===== src/sv/fis_pkg.sv =====
// Shared constants and helpers for the fringe isolation statistics block.
// Used by fis_divider and by the fringe_isolation_stats top level.
package fis_pkg;

	localparam int MAX_COUNT = 65536;
	localparam int FRAC_BITS = 16;

	localparam int SAMPLE_W = 32;
	localparam int ACC_W = 32;
	localparam int CNT_W = $clog2(MAX_COUNT + 1);
	// Ratio width: one integer bit above the fraction, so that 1.0 fits.
	localparam int Q_W = FRAC_BITS + 1;
	localparam int PROD_W = 2 * Q_W;
	localparam int SUM_W = ((Q_W > ACC_W) ? Q_W : ACC_W) + 1;
	localparam int DIV_CNT_W = (FRAC_BITS > 1) ? $clog2(FRAC_BITS) : 1;

	localparam logic [Q_W-1:0] Q_ONE = Q_W'(1) << FRAC_BITS;
	localparam logic [Q_W-1:0] Q_QUARTER = Q_ONE >> 2;
	localparam logic [CNT_W-1:0] MAX_CNT_V = CNT_W'(MAX_COUNT);

	// Saturating add of a ratio-width term to a 32-bit accumulator.
	function automatic logic [ACC_W-1:0] sat_add(input logic [ACC_W-1:0] a,
			input logic [Q_W-1:0] b);
		logic [SUM_W-1:0] s;
		s = SUM_W'(a) + SUM_W'(b);
		if (s[SUM_W-1:ACC_W] != '0)
			return '1;
		return s[ACC_W-1:0];
	endfunction

endpackage


===== src/sv/fis_divider.sv =====
// Radix-2 restoring divider: quotient = (diff << FRAC_BITS) / span for diff < span.
// One quotient bit per cycle. Depends on fis_pkg.
module fis_divider import fis_pkg::*; (
	input  logic                clk,
	input  logic                arst_n,
	input  logic                start,
	input  logic [SAMPLE_W-1:0] diff,
	input  logic [SAMPLE_W-1:0] span,
	output logic                done,
	output logic [FRAC_BITS-1:0] quotient
);

	logic                 busy_q;
	logic [DIV_CNT_W-1:0] step_q;
	logic [SAMPLE_W-1:0]  rem_q;
	logic [SAMPLE_W-1:0]  span_q;
	logic [FRAC_BITS-1:0] quo_q;
	logic                 done_q;

	logic [SAMPLE_W:0] rem2;
	logic              fits;
	logic [SAMPLE_W:0] rem_sub;

	assign rem2 = {rem_q, 1'b0};
	assign fits = rem2 >= {1'b0, span_q};
	assign rem_sub = rem2 - {1'b0, span_q};

	always_ff @(posedge clk or negedge arst_n) begin
		if (!arst_n) begin
			busy_q <= 1'b0;
			done_q <= 1'b0;
			step_q <= '0;
		end else begin
			done_q <= 1'b0;
			if (start) begin
				busy_q <= 1'b1;
				step_q <= '0;
			end else if (busy_q) begin
				if (step_q == DIV_CNT_W'(FRAC_BITS - 1)) begin
					busy_q <= 1'b0;
					done_q <= 1'b1;
				end
				step_q <= step_q + 1'b1;
			end
		end
	end

	always_ff @(posedge clk) begin
		if (start) begin
			rem_q <= diff;
			span_q <= span;
			quo_q <= '0;
		end else if (busy_q) begin
			// The remainder stays below span, so the doubled value fits in 33 bits.
			rem_q <= fits ? rem_sub[SAMPLE_W-1:0] : rem2[SAMPLE_W-1:0];
			quo_q <= {quo_q[FRAC_BITS-2:0], fits};
		end
	end

	assign done = done_q;
	assign quotient = quo_q;

endmodule


===== src/sv/fringe_isolation_stats.sv =====
// Top level of the fringe isolation statistics block. Depends on fis_pkg and fis_divider.
// Each word passes IDLE, PREP and FIN; the first two words of a run go from PREP straight to FIN,
// a zero-span word adds CMP and ACC, a ratio of 1 adds CMP, MUL and ACC, and a division adds
// CMP, DIV (the serial divider), MUL and ACC. One word is in work at a time, and the next is
// taken only back in IDLE; a marked word waits while an older result is stalled.
// Reset (asynchronous, active low) clears the run state and drops out_valid.
module fringe_isolation_stats import fis_pkg::*; (
	input  logic                clk,
	input  logic                arst_n,
	input  logic                in_valid,
	output logic                in_stall,
	input  logic [SAMPLE_W-1:0] sample,
	input  logic                is_last,
	output logic                out_valid,
	input  logic                out_stall,
	output logic [ACC_W-1:0]    mean_value,
	output logic [ACC_W-1:0]    variance_value,
	output logic                count_overflow
);

	localparam logic [2:0] ST_IDLE = 3'd0;
	localparam logic [2:0] ST_PREP = 3'd1;
	localparam logic [2:0] ST_CMP  = 3'd2;
	localparam logic [2:0] ST_DIV  = 3'd3;
	localparam logic [2:0] ST_MUL  = 3'd4;
	localparam logic [2:0] ST_ACC  = 3'd5;
	localparam logic [2:0] ST_FIN  = 3'd6;

	logic [2:0] state_q;

	logic [SAMPLE_W-1:0] z_q;
	logic                last_q;
	logic [SAMPLE_W-1:0] first_q;
	logic [SAMPLE_W-1:0] prev_q;
	logic [CNT_W-1:0]    count_q;
	logic [ACC_W-1:0]    mean_q;
	logic [ACC_W-1:0]    var_q;
	logic                ovf_q;

	logic [SAMPLE_W-1:0] span_q;
	logic [SAMPLE_W-1:0] diff_q;
	logic                zspan_q;
	logic [Q_W-1:0]      r_q;
	logic [Q_W-1:0]      vadd_q;

	logic                out_valid_q;
	logic [ACC_W-1:0]    mean_out_q;
	logic [ACC_W-1:0]    var_out_q;
	logic                ovf_out_q;

	logic                 div_start;
	logic                 div_done;
	logic [FRAC_BITS-1:0] div_quo;
	logic [PROD_W-1:0]    prod;
	logic                 accept;
	logic                 out_free;
	logic                 emit;

	fis_divider u_div (
		.clk      (clk),
		.arst_n   (arst_n),
		.start    (div_start),
		.diff     (diff_q),
		.span     (span_q),
		.done     (div_done),
		.quotient (div_quo)
	);

	assign accept = in_valid && (state_q == ST_IDLE);
	assign in_stall = (state_q != ST_IDLE);
	assign div_start = (state_q == ST_CMP) && !zspan_q && (diff_q < span_q);
	assign prod = PROD_W'(r_q) * PROD_W'(Q_ONE - r_q);
	assign out_free = !out_valid_q || !out_stall;
	assign emit = (state_q == ST_FIN) && last_q && out_free;

	always_ff @(posedge clk or negedge arst_n) begin
		if (!arst_n) begin
			state_q <= ST_IDLE;
			first_q <= '0;
			prev_q <= '0;
			count_q <= '0;
			mean_q <= '0;
			var_q <= '0;
			ovf_q <= 1'b0;
			out_valid_q <= 1'b0;
		end else begin
			if (emit)
				out_valid_q <= 1'b1;
			else if (out_valid_q && !out_stall)
				out_valid_q <= 1'b0;

			case (state_q)
				ST_IDLE: begin
					if (accept)
						state_q <= ST_PREP;
				end
				ST_PREP: begin
					if (count_q == '0)
						first_q <= z_q;
					prev_q <= z_q;
					if (count_q >= MAX_CNT_V)
						ovf_q <= 1'b1;
					else
						count_q <= count_q + 1'b1;
					// The first two words of a run only set up the span.
					state_q <= (count_q < CNT_W'(2)) ? ST_FIN : ST_CMP;
				end
				ST_CMP: begin
					if (zspan_q)
						state_q <= ST_ACC;
					else if (diff_q >= span_q)
						state_q <= ST_MUL;
					else
						state_q <= ST_DIV;
				end
				ST_DIV: begin
					if (div_done)
						state_q <= ST_MUL;
				end
				ST_MUL: begin
					state_q <= ST_ACC;
				end
				ST_ACC: begin
					mean_q <= sat_add(mean_q, r_q);
					var_q <= sat_add(var_q, vadd_q);
					state_q <= ST_FIN;
				end
				ST_FIN: begin
					if (!last_q) begin
						state_q <= ST_IDLE;
					end else if (out_free) begin
						first_q <= '0;
						prev_q <= '0;
						count_q <= '0;
						mean_q <= '0;
						var_q <= '0;
						ovf_q <= 1'b0;
						state_q <= ST_IDLE;
					end
				end
				default: begin
					state_q <= ST_IDLE;
				end
			endcase
		end
	end

	always_ff @(posedge clk) begin
		if (accept) begin
			z_q <= sample;
			last_q <= is_last;
		end
		if (state_q == ST_PREP) begin
			span_q <= z_q - first_q;
			diff_q <= (z_q > prev_q) ? (z_q - prev_q) : '0;
			zspan_q <= (z_q <= first_q);
		end
		if (state_q == ST_CMP) begin
			// A zero span adds one to the mean and a quarter to the variance.
			r_q <= Q_ONE;
			vadd_q <= Q_QUARTER;
		end
		if (div_done)
			r_q <= {1'b0, div_quo};
		if (state_q == ST_MUL)
			vadd_q <= prod[FRAC_BITS +: Q_W];
		if (emit) begin
			mean_out_q <= (count_q > CNT_W'(1)) ? sat_add(mean_q, Q_ONE) : '0;
			var_out_q <= (count_q > CNT_W'(1)) ? var_q : '0;
			ovf_out_q <= ovf_q;
		end
	end

	assign out_valid = out_valid_q;
	assign mean_value = mean_out_q;
	assign variance_value = var_out_q;
	assign count_overflow = ovf_out_q;

endmodule

===== config.mk =====
export PLATFORM = sky130hd
export DESIGN_NAME = fringe_isolation_stats
export DESIGN_NICKNAME = d
export VERILOG_FILES = /design/src/sv/fis_pkg.sv /design/src/sv/fis_divider.sv /design/src/sv/fringe_isolation_stats.sv
export SDC_FILE = /design/constraint.sdc
export NUM_CORES = 2
export LEC_CHECK = 0
export BUFFER_PORTS_ARGS = -buffer_cell sky130_fd_sc_hd__buf_2
export CAP_MARGIN = 20
export CORE_MARGIN = 2
export CORE_UTILIZATION = 50
export DETAILED_ROUTE_END_ITERATION = 7
export GPL_ROUTABILITY_DRIVEN = 0
export GPL_TIMING_DRIVEN = 0
export PLACE_DENSITY_LB_ADDON = 0.1
export RECOVER_POWER = 100
export SYNTH_ARGS = -nofsm -noshare
export SYNTH_HDL_FRONTEND = slang
export SYNTH_SLANG_ARGS = --single-unit
export TNS_END_PERCENT = 100

===== constraint.sdc =====
create_clock -name clk -period 18.2 [get_ports clk]
set_input_delay 0.91 -clock clk [delete_from_list [all_inputs] [get_ports clk]]
set_output_delay 0.91 -clock clk [all_outputs]
set_load 0.03 [all_outputs]

# Word level (Yosys, flattened, before mapping)
# Cells that the tools add are included.
[classes]
bitwise_logic = 0
n_reduce_logical = 25
add_sub_neg = 9
magnitude_cmp = 8
div = 0
multipliers = 1
muxes = 52
eq_ne = 15
n_shift = 0
[ops]
columns = ["op", "count"]
rows = [
  ["32-bit 2-to-1 mux", 12],
  ["32-bit case mux with 2 select lines", 4],
  ["32-bit subtractor", 3],
  ["17-bit 2-to-1 mux", 5],
  ["32-bit by 17-bit adder with 33-bit output", 2],
  ["17-bit case mux with 2 select lines", 1],
  ["32-bit by 17-bit adder with 33-bit output, second input constant", 1],
  ["33-bit by 32-bit >= comparator with 1-bit output", 1],
  ["18-bit by 18-bit multiplier with 33-bit output", 1],
  ["32-bit >= comparator", 1],
  ["32-bit greater-than comparator", 1],
  ["32-bit <= comparator", 1],
  ["32-bit less-than comparator", 1],
  ["16-bit 2-to-1 mux", 2],
  ["3-bit 2-to-1 mux", 7],
  ["3-bit case mux with 7 select lines", 1],
  ["17-bit by 17-bit subtractor with 18-bit output, first input constant", 1],
  ["17-bit by 1-bit adder with 17-bit output, second input constant", 1],
  ["17-bit >= comparator, second input constant", 1],
  ["17-bit by 1-bit greater-than comparator with 1-bit output, second input constant", 1],
  ["17-bit logical NOT", 1],
  ["17-bit by 2-bit less-than comparator with 1-bit output, second input constant", 1],
  ["1-bit 2-to-1 mux", 17],
  ["2-bit inequality test, second input constant", 6],
  ["other kinds (17)", 37],
]
[word_totals]
in_bits = 37
mem_bits_ro = 0
latchBits = 0
word_cells = 135
output_inout_bits = 67
ramBits = 0
regBits = 433
memories = 0

# Logic depth before layout (Yosys ltp)
[logic_depth]
depth_word = 5
mapped_depth = 32
ltp_nobuf = 29

# Modules after synthesis
# From an unflattened synthesis, not the netlist that was laid out.
[unflattened]
cells_unflattened = 3522
hier_area_um2 = 34434.3
[by_module_without_submodules]
columns = ["module", "cells_each", "instances", "seq_area_each_um2", "area_each_um2"]
rows = [
  ["fringe_isolation_stats", 3015, 1, 9659.3, 29265.6],
  ["fis_divider", 507, 1, 2392.3, 5168.7],
]

# Least setup slack after synthesis
# Ideal clock, no wire load.
[synth_timing]
path_kind = "reg-to-reg"
start = "register r_q[0]"
end = "register vadd_q[14], data pin"
t_arrival_ns = 7.683
n_path_buf = 3
t_required_ns = 17.927
slack_ns = 10.244
setup_time_ns = 0.273
path_stages_with_launch = 30
period_less_slack_ns = 7.956
path_cell_list = "edfxtp_1 > clkbuf_1 > inv_1 > buf_1 > ha_1 > nor3b_1 > nor3b_1 > nand2_1 > or3_1 > ha_1 > clkbuf_1 > nand2b_1 > fa_1 > fa_1 > inv_1 > fa_1 > fa_1 > fa_1 > inv_1 > fa_1 > inv_1 > ha_1 > o21a_1 > nor2_1 > a211oi_1 > o21ai_1 > a21oi_1 > or3_1 > xnor2_1 > nand3_1"
[synth_between]
elab_chain_cells = 3
[synth_rtl]
columns = ["item", "line", "source"]
rows = [
  ["start: declaration", "fringe_isolation_stats.sv:43", "logic [Q_W-1:0] r_q;"],
  ["start signal: assignment", "fringe_isolation_stats.sv:164", "r_q <= {1'b0, div_quo};"],
  ["17-bit by 17-bit subtractor with 18-bit output", "fringe_isolation_stats.sv:72", "assign prod = PROD_W'(r_q) * PROD_W'(Q_ONE - r_q);"],
  ["18-bit by 18-bit multiplier with 33-bit output *", "fringe_isolation_stats.sv:72", ""],
  ["17-bit 2-to-1 mux *", "fringe_isolation_stats.sv:165", "if (state_q == ST_MUL)"],
  ["end signal: assignment", "fringe_isolation_stats.sv:166", "vadd_q <= prod[FRAC_BITS +: Q_W];"],
  ["end: declaration", "fringe_isolation_stats.sv:44", "logic [Q_W-1:0] vadd_q;"],
]
# Mark *: on every way between the ends. The rest lies on a longest branch, timed or not.
# A chain may end at the register's enable or synchronous reset.

# Worst setup path in the final report
[layout_timing]
start = "register r_q[0]"
end = "register vadd_q[16], data pin"
# Same word-level chain as after synthesis.

==> impl_metrics.prom <==
# TYPE chip_impl_metric gauge
chip_impl_info{name="status",value="complete, but fails checks"} 1
chip_impl_info{name="violations_in_the_final_reports",value="max-capacitance violations, max-slew violations"} 1
chip_impl_metric{name="postSynthNetCount",unit=""} 4138
chip_impl_info{name="cts-root-buf",value="clkbuf_16"} 1
chip_impl_info{name="critical_path_sink_type",value="register"} 1
chip_impl_metric{name="cts.path.max_buffers",unit=""} 3
chip_impl_info{name="layout_common_cells",value="486 x inv_1, 295 x ha_1, 277 x nor2_1"} 1
chip_impl_info{name="synthFlopType",value="edfxtp_1"} 1
chip_impl_metric{name="fp.dieH",unit="µm"} 267
chip_impl_metric{name="reg2reg_depth",unit=""} 29
chip_impl_metric{name="setup_viol",unit=""} 0
chip_impl_metric{name="crit_path_max_fanout",unit=""} 11
chip_impl_metric{name="ff2ff_setup_slack",unit="ps"} 8020
chip_impl_metric{name="synth-warning-count",unit=""} 0
chip_impl_metric{name="synth_sequential_area_ratio",unit="%"} 34.8
chip_impl_metric{name="initial_drc_count",unit=""} 1603
chip_impl_metric{name="post_place_worst_slack",unit="ps"} 8150
chip_impl_metric{name="grt_use_total",unit="%"} 25.0
chip_impl_metric{name="dp_hpwl",unit="mm"} 67.9
chip_impl_info{name="worst_hold_startpoint",value="span_q[5]"} 1
chip_impl_metric{name="remaining_global_route_overflow",unit=""} 0
chip_impl_metric{name="post_cts_setup_bufs",unit=""} 0
chip_impl_metric{name="synthesis.instances",unit=""} 3563
chip_impl_metric{name="first_pass_grt_wire_length",unit="mm"} 140
chip_impl_metric{name="postSynth.asyncResetShare",unit="%"} 36.0
chip_impl_metric{name="final-max-slew-violation-count",unit=""} 419
chip_impl_metric{name="port_buffers",unit=""} 103
chip_impl_metric{name="grt_pass1_vias",unit=""} 25900
chip_impl_metric{name="avgRoutedWirePerCell",unit="µm"} 18.5
chip_impl_metric{name="routed_via_count",unit=""} 25400
chip_impl_metric{name="floorplan.die_area",unit="µm²"} 71400
chip_impl_metric{name="cts.repair.resized",unit=""} 0
chip_impl_metric{name="critical_path.max_stage_delay",unit="ps"} 620
chip_impl_metric{name="final.period_utilization",unit="%"} 55.9
chip_impl_info{name="leading_cell_type_in_the_layout_fill_and_taps_excluded",value="inv_1"} 1
chip_impl_metric{name="hold-worst-slack",unit="ps"} 439
chip_impl_metric{name="critical_path_arrival",unit="ps"} 10500
chip_impl_metric{name="drt_first_pass_iters",unit=""} 6
chip_impl_metric{name="antenna_violating_nets_post_route",unit=""} 0
chip_impl_metric{name="yosys.area_share.simple",unit="%"} 15.5
chip_impl_metric{name="relSlewSlack",unit="%"} -259
chip_impl_metric{name="cap_violations",unit=""} 9
chip_impl_info{name="timing.critical_path.slowest_stage_cell",value="clkbuf_1"} 1
chip_impl_metric{name="synth.lib_cells_used.distinct",unit=""} 84
chip_impl_metric{name="vias_per_cell",unit=""} 5.41
chip_impl_metric{name="synth.avg_cell_area",unit="µm²"} 9.72
chip_impl_metric{name="clock_insertion_delay_worst_skew",unit="ps"} 590
chip_impl_metric{name="remaining_drc_errors",unit=""} 0
chip_impl_metric{name="postSynthRegisterBits",unit=""} 433
chip_impl_metric{name="placement_rows",unit=""} 96
chip_impl_metric{name="worst_pin_slew",unit="ps"} 5380
chip_impl_info{name="path_class_of_the_lowest_slack_min_delay_path",value="register to register"} 1
chip_impl_metric{name="floorplan.io_pins",unit=""} 104
chip_impl_metric{name="start_util",unit="%"} 50.5
chip_impl_info{name="endpoint_of_the_most_critical_register_to_register_path",value="vadd_q[16]"} 1
chip_impl_metric{name="area.growth.synth_to_final",unit="%"} 9.37
chip_impl_info{name="cts_tree",value="yes"} 1
chip_impl_metric{name="layout-drive-gt1-share",unit="%"} 3.77
chip_impl_metric{name="antenna_found_initial",unit=""} 0
chip_impl_metric{name="timing.final.ws_setup",unit="ps"} 8020
chip_impl_metric{name="timing.setup.tns",unit="ps"} 0
chip_impl_metric{name="die_w",unit="µm"} 267
chip_impl_metric{name="worstHoldPathCells",unit=""} 0
chip_impl_metric{name="synth_compound_area_share",unit="%"} 13.2
chip_impl_metric{name="nets",unit=""} 4300
chip_impl_metric{name="core-area",unit="µm²"} 68600
chip_impl_metric{name="synth.area.mux_share",unit="%"} 1.25
chip_impl_metric{name="synthXorXnorAreaFrac",unit="%"} 3.72
chip_impl_metric{name="aggregate_routed_wire_length",unit="mm"} 86.8
chip_impl_info{name="worstSetupStartpointType",value="register"} 1
chip_impl_info{name="synth_top_family_by_area",value="adder cells"} 1
chip_impl_metric{name="post_synth_fa_ha_maj_area_fraction",unit="%"} 24.7
chip_impl_metric{name="cts-buffers-inserted",unit=""} 49
chip_impl_metric{name="timing.clock.skew",unit="ps"} 15.0
chip_impl_metric{name="buf_inv_stages_crit_path",unit=""} 7
chip_impl_metric{name="cts.htree.levels",unit=""} 2
chip_impl_metric{name="max_clock_freq",unit="GHz"} 0.0982
chip_impl_metric{name="timing.final.hold_violations",unit=""} 0
chip_impl_metric{name="grt_start_max_net_pins",unit=""} 99
chip_impl_metric{name="n_antenna_cell",unit=""} 0
chip_impl_metric{name="clock_sinks",unit=""} 433
chip_impl_info{name="min_delay_worst_endpoint",value="u_div.span_q[5]"} 1
chip_impl_metric{name="clkSlewWorstSetupHoldPaths",unit="ps"} 60
chip_impl_metric{name="postCtsHoldBufs",unit=""} 0
chip_impl_info{name="critical-path-top-cell-by-count",value="fa_1"} 1
chip_impl_info{name="worst_r2r_startpoint",value="r_q[0]"} 1
chip_impl_info{name="rsz_0062_raised_after_global_routing",value="false"} 1
chip_impl_info{name="path_class",value="register to register"} 1
chip_impl_metric{name="mapped_area",unit="µm²"} 34600
chip_impl_metric{name="cp.required",unit="ps"} 18530
chip_impl_metric{name="synth_enable_flop_cells",unit=""} 260
chip_impl_metric{name="finalCriticalPeriod",unit="ps"} 10180
chip_impl_info{name="critPathTopFamily",value="adder cells"} 1
## cell usage after synthesis (all sizes together) (7+ instances only)
cell type | count | share of area [%]
nand4 | 29 | 0.52
xor2 | 67 | 1.7
or3 | 18 | 0.33
nor2b | 85 | 1.5
inv | 486 | 5.3
o31a | 7 | 0.18
o211ai | 15 | 0.34
xnor2 | 80 | 2.0
and3 | 28 | 0.51
fa | 243 | 14
nor3 | 53 | 0.78
buf | 19 | 0.27
ha | 295 | 11
or2 | 16 | 0.29
nor3b | 9 | 0.20
and4 | 9 | 0.23
o31ai | 20 | 0.47
dfxtp | 17 | 0.98
o21ai | 149 | 2.2
a21oi | 189 | 2.7
o2111ai | 7 | 0.18
nand3b | 7 | 0.15
clkbuf | 118 | 1.3
a21boi | 7 | 0.15
mux2i | 41 | 1.2
o22ai | 8 | 0.14
a22o | 47 | 1.2
nor2 | 277 | 3.0
and2 | 48 | 0.87
nor4 | 14 | 0.25
nand2 | 252 | 2.7
nand2b | 167 | 3.0
a211oi | 13 | 0.30
a31oi | 30 | 0.54
nand3 | 58 | 0.84
dfrtp | 156 | 11
o21a | 37 | 0.82
o21bai | 17 | 0.38
a21o | 87 | 1.9
edfxtp | 260 | 23
o41ai | 8 | 0.20
## metrics by stage
step                      instances  cell area, µm²  utilization (%)
after global placement         4597           36300             53.0
after global routing           4696           37900             55.2
final                          4696           37900             55.2
after CTS                      4696           38100             55.6
after floorplan                3563           34600                -
after detailed placement       4605           36500             53.2
## worst reg2reg max path, delay by kind of cell (launching register included)
family	cells	cell delay [ps]
AOI/OAI and AO/OA	4	1340
adders and majority gates	9	4210
and+or+nand+nor	9	1930
buffers and inverters	7	1920
DFF	1	510
## final cells by class
cell class / count / area, µm²
Multi-Input combinational cell: 2506 / 20200
Clock buffer: 73 / 1440
Buffer: 137 / 522
Tap cell: 931 / 1160
Timing Repair Buffer: 111 / 460
Fill cell: 6299 / 30700
Clock inverter: 18 / 221
Sequential cell: 433 / 12100
Inverter: 487 / 1830
## per-layer routing
layer | up-vias | global-route usage [%] | share of wire, %
met5 | - | 0 | 0
met4 | 0 | 7.88 | 3.3
met3 | 150 | 2.38 | 3.8
met2 | 545 | 43.1 | 49
met1 | 12300 | 33.2 | 44
li1 | 12400 | - | -
## logic make-up after synthesis
| logic type | after synthesis |
|---|---|
| fa+ha+maj | 538 |
| flops | 433 |
| simple gates | 1082 |
| xor+xnor | 147 |
| buf+inv | 624 |
| compound gates | 696 |
| mux | 43 |
## worst max-delay path by stage
| stage | from | end | slack, ps | depth (start not counted) |
|---|---|---|---|---|
| CTS | r_q[0] | vadd_q[14] | 8090 | 27 |
| floorplan | r_q[0] | vadd_q[14] | 10240 | 29 |
| finish | r_q[0] | vadd_q[16] | 8020 | 29 |
| global route | r_q[0] | vadd_q[14] | 7470 | 29 |
| detailed placement | r_q[0] | vadd_q[14] | 8150 | 27 |
| global placement | r_q[0] | vadd_q[14] | 8120 | 27 |
Power is not shown: default switching activity piles up to over one toggle a cycle in this logic, so the estimate is an artifact.
